`src/sv/mpe_pkg.sv`:
```
// Shared types, constants and helpers for the Mandelbrot pixel engine.
package mpe_pkg;

  localparam int unsigned CoordW  = 12;
  localparam int unsigned FixW    = 32;
  localparam int unsigned IterW   = 16;
  localparam int unsigned ColorW  = 8;
  localparam int unsigned CfgIdxW = 3;
  localparam int unsigned QDepth  = 2;

  // configuration register indexes
  localparam logic [CfgIdxW-1:0] CFG_MIN_REAL  = 3'd0;
  localparam logic [CfgIdxW-1:0] CFG_MIN_IMAG  = 3'd1;
  localparam logic [CfgIdxW-1:0] CFG_STEP_REAL = 3'd2;
  localparam logic [CfgIdxW-1:0] CFG_STEP_IMAG = 3'd3;
  localparam logic [CfgIdxW-1:0] CFG_MAX_ITER  = 3'd4;
  localparam logic [CfgIdxW-1:0] CFG_INV_ITER  = 3'd5;

  localparam logic [64:0] EscapeLimit = 65'd1 << 60;
  localparam logic [31:0] OneQ30      = 32'd1 << 30;
  localparam logic [31:0] RedScale    = 32'd2295;
  localparam logic [31:0] GreenScale  = 32'd3825;
  localparam logic [31:0] BlueScale   = 32'd4335;
  localparam logic [3:0]  LastCStep   = 4'd12;

  typedef struct packed {
    logic signed [FixW-1:0] cr;
    logic signed [FixW-1:0] ci;
  } point_t;

  typedef enum logic [2:0] {
    B_IDLE, B_MUL, B_ADD, B_COLOR, B_EMIT
  } back_state_t;

  // saturate a wide signed value to the Q3.29 range
  function automatic logic signed [FixW-1:0] sat32(input logic signed [47:0] v);
    logic signed [47:0] hi;
    logic signed [47:0] lo;
    hi = 48'sd2147483647;
    lo = -48'sd2147483648;
    if (v > hi) return hi[FixW-1:0];
    if (v < lo) return lo[FixW-1:0];
    return v[FixW-1:0];
  endfunction

  function automatic logic [ColorW-1:0] clamp255(input logic [33:0] v);
    return (v > 34'd255) ? 8'd255 : v[ColorW-1:0];
  endfunction

endpackage

```
`src/sv/mpe_queue.sv`:
```
// Short point queue between the front end and the iteration engine.
module mpe_queue
  import mpe_pkg::*;
(
  input  logic   clk,
  input  logic   rst_n,
  input  logic   push_valid,
  output logic   push_ready,
  input  point_t push_data,
  output logic   pop_valid,
  input  logic   pop_ready,
  output point_t pop_data
);

  localparam int unsigned PtrW = $clog2(QDepth);

  point_t            mem_r [QDepth];
  logic [PtrW-1:0]   wr_ptr_r;
  logic [PtrW-1:0]   rd_ptr_r;
  logic [PtrW:0]     fill_r;
  logic              do_push;
  logic              do_pop;

  assign push_ready = (fill_r != (PtrW+1)'(QDepth));
  assign pop_valid  = (fill_r != '0);
  assign pop_data   = mem_r[rd_ptr_r];
  assign do_push    = push_valid && push_ready;
  assign do_pop     = pop_valid && pop_ready;

  always_ff @(posedge clk) begin
    if (!rst_n) begin
      wr_ptr_r <= '0;
      rd_ptr_r <= '0;
      fill_r   <= '0;
    end else begin
      if (do_push) wr_ptr_r <= wr_ptr_r + 1'b1;
      if (do_pop) rd_ptr_r <= rd_ptr_r + 1'b1;
      if (do_push && !do_pop) fill_r <= fill_r + 1'b1;
      else if (do_pop && !do_push) fill_r <= fill_r - 1'b1;
    end
  end

  always_ff @(posedge clk) begin
    if (do_push) mem_r[wr_ptr_r] <= push_data;
  end

endmodule

```
`config.mk`:
```
export PLATFORM = sky130hd
export DESIGN_NAME = mpe_queue
export DESIGN_NICKNAME = d
export VERILOG_FILES = /design/src/sv/mpe_pkg.sv /design/src/sv/mpe_queue.sv
export SDC_FILE = /design/constraint.sdc
export NUM_CORES = 1
export LEC_CHECK = 0
export ABC_AREA = 0
export BUFFER_PORTS_ARGS = -buffer_cell sky130_fd_sc_hd__buf_2
export CAP_MARGIN = 10
export CORE_MARGIN = 4
export CORE_UTILIZATION = 56
export DETAILED_ROUTE_END_ITERATION = 7
export PLACE_DENSITY_LB_ADDON = 0.3
export SLEW_MARGIN = 15
export SYNTH_ARGS = -nofsm -noshare
export SYNTH_HDL_FRONTEND = slang
export SYNTH_SLANG_ARGS = --single-unit
```
`constraint.sdc`:
```
create_clock -name clk -period 5.9 [get_ports clk]
set_clock_uncertainty 0.1 [all_clocks]
set_input_delay 1.18 -clock clk [delete_from_list [all_inputs] [get_ports clk]]
set_output_delay 1.18 -clock clk [all_outputs]
set_load 0.01 [all_outputs]
```
==> impl_metrics.toml <==
[yosys]
synth_cell_type_count = 20
syn_inst = 223
synth-seq-area-share_pct = 81.20
ys_ff_latch = 133
synth_xor_area_share_pct = 0.5410
yosys.area_share.simple_pct = 1.340
synth-compound-area-share_pct = 0.7213
synthAdderAreaFrac_pct = 0.2576
synth_top_family_by_area = "multiplexers"
muxShareOfSynthArea_pct = 14.84
yosys_warnings = 0
netlist_area_mm2 = 0.004857
avgSynthCellArea_um2 = 21.78
syn-num-nets = 292

[grt]
grt.met1_usage_pct = 23.42
gr-total-overflow = 0
grt_pass1_vias = 2597
use_met3_pct = 7.300
grt_usage_pct = 18.24
grt_pass1_wl_mm = 13.71
antenna_found_initial = 0
grt_max_degree = 65
met2_usage_pct = 29.28
grt-busiest-layer = "met2"

[layout]
drive_gt1_share_pct = 61.46
n_antenna_cell = 0
area_growth_pct = 27.61
nets = 440
final_cell_mix = "133 x buf_2, 128 x edfxtp_1, 64 x mux2_2"
final_util_pct = 74.32
layout_commonest_cell = "buf_2"
final_area_mm2 = 0.006198

[power_and_ir_drop]
powerDensity_mw_per_mm2 = 454.9
peakVddDrop_mv = 0.3619
clkPwrFrac_pct = 35.1
p_total_w = 0.002820
pwr-share-seq_pct = 44.2
p_sw_w = 0.0007442
leakagePower_nw = 2.325
power.share.combinational_pct = 20.7
swShare_pct = 26.39
p_int_w = 0.002075

[floorplan]
start_util_pct = 58.24
fp.dieW_um = 101.1
fp.dieArea_mm2 = 0.01023
core_mm2 = 0.008341
num_rows = 33
io_pins = 134
die_h_um = 101.1

[detailed_routing]
ant_nets = 0
wirelength_mm = 8.906
drt_pass1_iterations = 4
first_iter_violations = 104
wire_per_inst_um = 18.21
vias = 2549
avgViaCountPerCell = 5.213
drc_errors = 0

[run_status]
status = "complete, no violations"

[timing]
setup_viol = 0
slew_viol_final = 0
layout_setup_ws_ns = 2.237
final-hold-violation-count = 0
max_slew.worst_pin.slew_ns = 0.8607
tns_ns = 0
max_slew_margin_pct = 42.62
clock.fmax_ghz = 0.2730
fin_crit_ns = 3.663
min_period_over_period_pct = 62.08
grt_setup_unrepaired = "no"

[worst_setup_path]
crit_chain = "buf_4 > mux2_2 > buf_2"
path_max_fanout = 34
cp-end-kind = "primary output"
worstPathRequired_ns = 4.62
worst-setup-path-type = "flop to primary output"
cp_slowest_stage_delay_ns = 0.80
critPathSlowestCell = "dfxtp_2"
cp_top_family = "flip-flops"
cp_data_arrival_time_ns = 2.38
timing.critical_path.buf_inv = 2
critPathLaunchType = "flop"

[cts]
holdBufCountCts = 0
cts_tree = "done"
clk_pin_slew_ns = 0.06
numCtsBuffers = 17
cts.sink_count = 133
cts-root-buf = "clkbuf_8"
htree_levels = 4
cts_max_path_buffers = 2
cts_setup_buffers = 0
ctsResizeCount = 0
clk_latency_ns = 0.50

[flow_run]
max_cap_viol_count = 0

[placement]
dpl.hpwl_mm = 5.701
dpl_cell_area_mm2 = 0.005629
gp_congestion = 0.6964
dp_slack_ns = 2.735
io_buffers = 133

[hold_path]
hold_path.class = "flop to flop"
-- sequential cells by signal (all words and copies together) (netlist names), named ones only --
signal and flops:
fill_r 2, mem_r 128, rd_ptr_r 1, wr_ptr_r 1
-- worst register-to-register path, cell delays in order, from the launching register on --
cell and delay (ns):
dfxtp_1 0.43, nand2b_4 0.19, and3_2 0.55, buf_4 0.60
-- power by group through the flow --
stage,Combinational [W],Sequential [W],Clock (W)
after floorplan,0.000409,0.00123,0
after global placement,0.000582,0.00126,0
after detailed placement,0.000589,0.00127,0
after CTS,0.000596,0.00125,0.00101
after global routing,0.000635,0.00126,0.00106
final,0.000584,0.00125,0.000990
-- synthesized netlist by cell type --
library cell,number,area (um2)
o21ai_1,1,5.000
mux2_2,64,720.7
o21ai_0,1,5.000
and3_1,1,6.260
edfxtp_1,128,3844
buf_4,6,45.04
a21boi_1,1,7.510
or3_1,1,6.260
dfxtp_1,5,100.1
nand2b_4,1,13.76
buf_2,1,5.000
xnor2_1,2,17.52
a21boi_0,1,7.510
nand3b_1,1,7.510
inv_1,1,3.750
ha_1,1,12.51
and2_1,4,25.02
xor2_1,1,8.760
or2_2,1,6.260
a21bo_2,1,10.01
-- final cells by class --
type | instances | area, um2
flip-flops and latches | 133 | 3945
fillers | 532 | 2142
multi-input cells | 82 | 860.8
repair buffers | 136 | 688.2
clock buffers | 18 | 417.9
clock inverters | 14 | 151.4
well taps | 105 | 131.4
inverters | 1 | 3.754
-- layer usage --
| metal | vias up | share of wire, % |
|---|---|---|
| met4 | 0 | 1.0 |
| met2 | 98 | 52 |
| met1 | 1258 | 39 |
| met5 | - | 0 |
| met3 | 9 | 8.1 |
| li1 | 1184 | - |
-- metrics by stage --
stage / hold slack, ns / instances
after floorplan: 0.4124 / 223
after global placement: 0.4319 / 457
after detailed placement: 0.4912 / 457
after CTS: 0.5001 / 489
after global routing: 0.5371 / 489
final: 0.4975 / 489
-- logic make-up after synthesis --
group | after synthesis
and+or+nand+nor | 9
AOI/OAI and AO/OA | 5
xor gates and xnor gates | 3
adders and majority gates | 1
muxes | 64
DFF | 133
buffers and inverters | 8
-- worst paths after layout --
kind	startpoint	to	slack (ns)	depth (start not counted)
setup / recovery	flop	pop_data[8]	2.24	3
hold / removal	wr_ptr_r	wr_ptr_r	0.50	2
setup reg to reg	fill_r[0]	mem_r[1][20]	3.65	3
hold reg to reg	wr_ptr_r	wr_ptr_r	0.50	2
No activity file was read; power rests on OpenSTA's default activity.
