==> config.mk <==
export PLATFORM = sky130hd
export DESIGN_NAME = mpe_front
export DESIGN_NICKNAME = d
export VERILOG_FILES = /design/src/sv/mpe_pkg.sv /design/src/sv/mpe_front.sv
export SDC_FILE = /design/constraint.sdc
export NUM_CORES = 2
export LEC_CHECK = 0
export ABC_CLOCK_PERIOD_IN_PS = 15700
export BUFFER_PORTS_ARGS = -buffer_cell sky130_fd_sc_hd__buf_2
export CORE_ASPECT_RATIO = 0.5
export CORE_MARGIN = 3
export CORE_UTILIZATION = 30
export DETAILED_ROUTE_END_ITERATION = 8
export SYNTH_ARGS = -nofsm -noshare
export SYNTH_HDL_FRONTEND = slang
export SYNTH_SLANG_ARGS = --single-unit
==> constraint.sdc <==
create_clock -name clk -period 15.7 [get_ports clk]
set_clock_uncertainty 0.15 [all_clocks]
set_input_delay 3.14 -clock clk [delete_from_list [all_inputs] [get_ports clk]]
set_output_delay 3.14 -clock clk [all_outputs]
set_load 0.03 [all_outputs]
==> src/sv/mpe_pkg.sv <==
// Shared types, constants and helpers for the Mandelbrot pixel engine.
package mpe_pkg;

  localparam int unsigned CoordW  = 12;
  localparam int unsigned FixW    = 32;
  localparam int unsigned IterW   = 16;
  localparam int unsigned ColorW  = 8;
  localparam int unsigned CfgIdxW = 3;
  localparam int unsigned QDepth  = 2;

  // configuration register indexes
  localparam logic [CfgIdxW-1:0] CFG_MIN_REAL  = 3'd0;
  localparam logic [CfgIdxW-1:0] CFG_MIN_IMAG  = 3'd1;
  localparam logic [CfgIdxW-1:0] CFG_STEP_REAL = 3'd2;
  localparam logic [CfgIdxW-1:0] CFG_STEP_IMAG = 3'd3;
  localparam logic [CfgIdxW-1:0] CFG_MAX_ITER  = 3'd4;
  localparam logic [CfgIdxW-1:0] CFG_INV_ITER  = 3'd5;

  localparam logic [64:0] EscapeLimit = 65'd1 << 60;
  localparam logic [31:0] OneQ30      = 32'd1 << 30;
  localparam logic [31:0] RedScale    = 32'd2295;
  localparam logic [31:0] GreenScale  = 32'd3825;
  localparam logic [31:0] BlueScale   = 32'd4335;
  localparam logic [3:0]  LastCStep   = 4'd12;

  typedef struct packed {
    logic signed [FixW-1:0] cr;
    logic signed [FixW-1:0] ci;
  } point_t;

  typedef enum logic [2:0] {
    B_IDLE, B_MUL, B_ADD, B_COLOR, B_EMIT
  } back_state_t;

  // saturate a wide signed value to the Q3.29 range
  function automatic logic signed [FixW-1:0] sat32(input logic signed [47:0] v);
    logic signed [47:0] hi;
    logic signed [47:0] lo;
    hi = 48'sd2147483647;
    lo = -48'sd2147483648;
    if (v > hi) return hi[FixW-1:0];
    if (v < lo) return lo[FixW-1:0];
    return v[FixW-1:0];
  endfunction

  function automatic logic [ColorW-1:0] clamp255(input logic [33:0] v);
    return (v > 34'd255) ? 8'd255 : v[ColorW-1:0];
  endfunction

endpackage

==> src/sv/mpe_front.sv <==
// Front end: clamp pixel coordinates and map them to a complex point.
module mpe_front
  import mpe_pkg::*;
#(
  parameter int unsigned COLUMNS = 4096,
  parameter int unsigned ROWS    = 4096
) (
  input  logic                   clk,
  input  logic                   rst_n,
  input  logic                   in_valid,
  output logic                   in_ready,
  input  logic [CoordW-1:0]      column,
  input  logic [CoordW-1:0]      row,
  input  logic signed [FixW-1:0] min_real,
  input  logic signed [FixW-1:0] min_imag,
  input  logic signed [FixW-1:0] step_real,
  input  logic signed [FixW-1:0] step_imag,
  output logic                   push_valid,
  input  logic                   push_ready,
  output point_t                 push_data
);

  localparam logic [16:0] ColMax = 17'(COLUMNS - 1);
  localparam logic [16:0] RowMax = 17'(ROWS - 1);

  logic                   stage_valid_r;
  logic signed [44:0]     prod_re_r;
  logic signed [44:0]     prod_im_r;
  logic [CoordW-1:0]      col_c;
  logic [CoordW-1:0]      row_c;

  assign col_c = ({5'd0, column} > ColMax) ? ColMax[CoordW-1:0] : column;
  assign row_c = ({5'd0, row} > RowMax) ? RowMax[CoordW-1:0] : row;

  assign in_ready   = !stage_valid_r || push_ready;
  assign push_valid = stage_valid_r;
  assign push_data.cr = sat32(48'(min_real) + 48'(prod_re_r));
  assign push_data.ci = sat32(48'(min_imag) + 48'(prod_im_r));

  always_ff @(posedge clk) begin
    if (!rst_n) begin
      stage_valid_r <= 1'b0;
    end else if (in_ready) begin
      stage_valid_r <= in_valid;
    end
  end

  always_ff @(posedge clk) begin
    if (in_valid && in_ready) begin
      prod_re_r <= $signed({1'b0, col_c}) * step_real;
      prod_im_r <= $signed({1'b0, row_c}) * step_imag;
    end
  end

endmodule

==> impl_metrics.json <==
{
  "netlist.area_leader.share_pct": 38.4,
  "drtAntennaViolNets": 0,
  "ctsResizeCount": 0,
  "routabilityCongestion": 0.889,
  "final.setup.tns_ps": 0,
  "num_vias": 27200,
  "cts_hold_buf": 0,
  "fin_nets": 5284,
  "post_cts_buffers": 0,
  "cp.arrival_ps": 8260,
  "worst_slew_pin_slew_ps": 859,
  "synth-edff-count": 90,
  "relSlewSlack_pct": 42.7,
  "cp.required_ps": 12410,
  "clk_pin_slew_ps": 80,
  "yosysTopAreaCell": "fa_1",
  "dr.pass1.iters": 5,
  "fillers": 12200,
  "routed_via_density": 4.73,
  "drc": 0,
  "hpwl_mm": 79.4,
  "globalRouteTotalUtil_pct": 15.8,
  "timing.hold.ws_ps": 389,
  "die_h_um": 249,
  "area_growth_pct": 7.42,
  "htree_levels": 3,
  "post-route-util_pct": 32.7,
  "start_util_pct": 30.4,
  "clock_latency_ps": 400,
  "hold_path.class": "reg -> reg",
  "async_flop_share_pct": 0,
  "synth_area_um2": 35300,
  "min_period_over_period_pct": 73.6,
  "die-width_um": 491,
  "cts_buffer_depth": 2,
  "yosysMostFrequentCell": "inv_1",
  "first_iter_violations": 1490,
  "die_area_um2": 122000,
  "outcome": "completed",
  "hold_viol": 0,
  "drt-wirelength-per-cell_um": 16.3,
  "cts_tree": "done",
  "synthTopCellsByArea": "fa_1 38%, ha_1 10%, inv_1 9.7%",
  "critPathLaunchType": "primary input",
  "ys.flop_type": "edfxtp_1",
  "setup_viol": 0,
  "drv_slew": 0,
  "grt_start_max_net_pins": 47,
  "finalCriticalPeriod_ps": 11550,
  "drive_gt1_share_pct": 6.62,
  "postSynthAreaPerCell_um2": 8.58,
  "end_kind": "output port",
  "synthesis.nets": 5236,
  "path_max_fanout": 17,
  "cts_root_buf": "clkbuf_16",
  "max_freq_mhz": 86.6,
  "antenna_found_initial": 11,
  "wl_mm": 93.9,
  "ys_top_cells_by_count": "914 x inv_1, 678 x fa_1, 533 x nand2_1",
  "maxCapViolations": 0,
  "cts_sinks": 91,
  "yosysSeqAreaShare_pct": 7.71,
  "row_count": 88,
  "portBuffers": 221,
  "syn_inst": 4114,
  "grt_pass1_vias": 30000,
  "core-area_um2": 116000,
  "grt_pass1_wl_mm": 157,
  "overflow": 0,
  "critPathKind": "in -> out",
  "rsz0062_at_grt": "false",
  "synth_seq_cells": 91,
  "io_pins": 222,
  "synthDistinctLibCells": 84,
  "numCtsBuffers": 9,
  "yosys_warnings": 0
}
critical path: stages:
cell and delay (ps):
buf_2 100, ha_1 470, nand2_1 170, nor3_1 580, nand3_1 160, a2111oi_0 460, buf_4 230, o2111ai_1 200
a31oi_1 620, o21ai_0 240, xnor2_1 280, nand3_1 180, o31ai_4 720, buf_4 350, a21o_1 150, buf_2 190
cell families after synthesis:
logic type	share of synthesized area, %
multiplexers	0.117
adder cells (fa/ha/maj)	48.7
buffers and inverters	12.1
AO/OA/AOI/OAI	10.5
flip-flops	7.71
AND/OR/NAND/NOR	16.8
XOR/XNOR	4.04
path summary, 6_finish.rpt:
| path | from | to | slack (ps) | cells after the start |
|---|---|---|---|---|
| worst min-delay path | push_valid$_SDFFE_PN0N_ | push_valid$_SDFFE_PN0N_ | 390 | 2 |
| worst max register to register | push_valid$_SDFFE_PN0N_ | prod_im_r[10]$_DFFE_PP_ | 13550 | 3 |
| worst max-delay path | min_imag[20] | push_data[4] | 4150 | 16 |
| worst min register to register | push_valid$_SDFFE_PN0N_ | push_valid$_SDFFE_PN0N_ | 390 | 2 |
metal layers:
metal / global-route usage (%) / vias to the layer above / share of wire (%)
li1: - / 12800 / -
met1: 18.8 / 13700 / 42
met2: 29.8 / 517 / 53
met3: 1.46 / 134 / 3.0
met4: 4.68 / 8 / 2.7
met5: 0 / - / 0.037
area by class of cell:
cell class,instances,area (um2),area share (%)
Antenna cell,7,17.5,0.0462
Clock buffer,9,225,0.594
Clock inverter,7,67.6,0.178
Inverter,914,3430,9.05
Multi-Input combinational cell,2918,28300,74.7
Sequential cell,91,2720,7.18
Tap cell,1575,1970,5.20
Timing Repair Buffer,228,1160,3.06
stage by stage:
| stage | setup WS, ps | instance area (um2) | instances |
|---|---|---|---|
| floorplan | 6000 | 35300 | 4114 |
| global placement | 4340 | 37600 | 5726 |
| detailed placement | 4210 | 37600 | 5726 |
| CTS | 4210 | 37900 | 5742 |
| global route | 4000 | 37900 | 5748 |
| finish | 4150 | 37900 | 5749 |
state kept, by name, summed over array words and instances, names as in the netlist:
| name | flops |
|---|---|
| prod_re_r | 45 |
| push_valid | 1 |
| prod_im_r | 45 |
cell usage in the layout (no fill, tap or decap), types with 11 or more instances in the layout:
master and count:
nand4_1 37, nor2_1 111, nor2b_1 26, xor2_1 41, a21o_1 135, xnor2_1 122, ha_1 288, buf_2 221
a31oi_1 20, o21bai_1 18, nand2_1 533, o31ai_1 11, and3_1 15, a21oi_1 158, fa_1 678, and2_1 347
nor3_1 38, o21a_1 15, o211ai_1 14, nand2b_1 22, nand3_1 37, a211oi_1 13, inv_1 914, o21ai_0 108
edfxtp_1 90
Power is not shown: default switching activity piles up to over one toggle a cycle in this logic, so the estimate is an artifact.
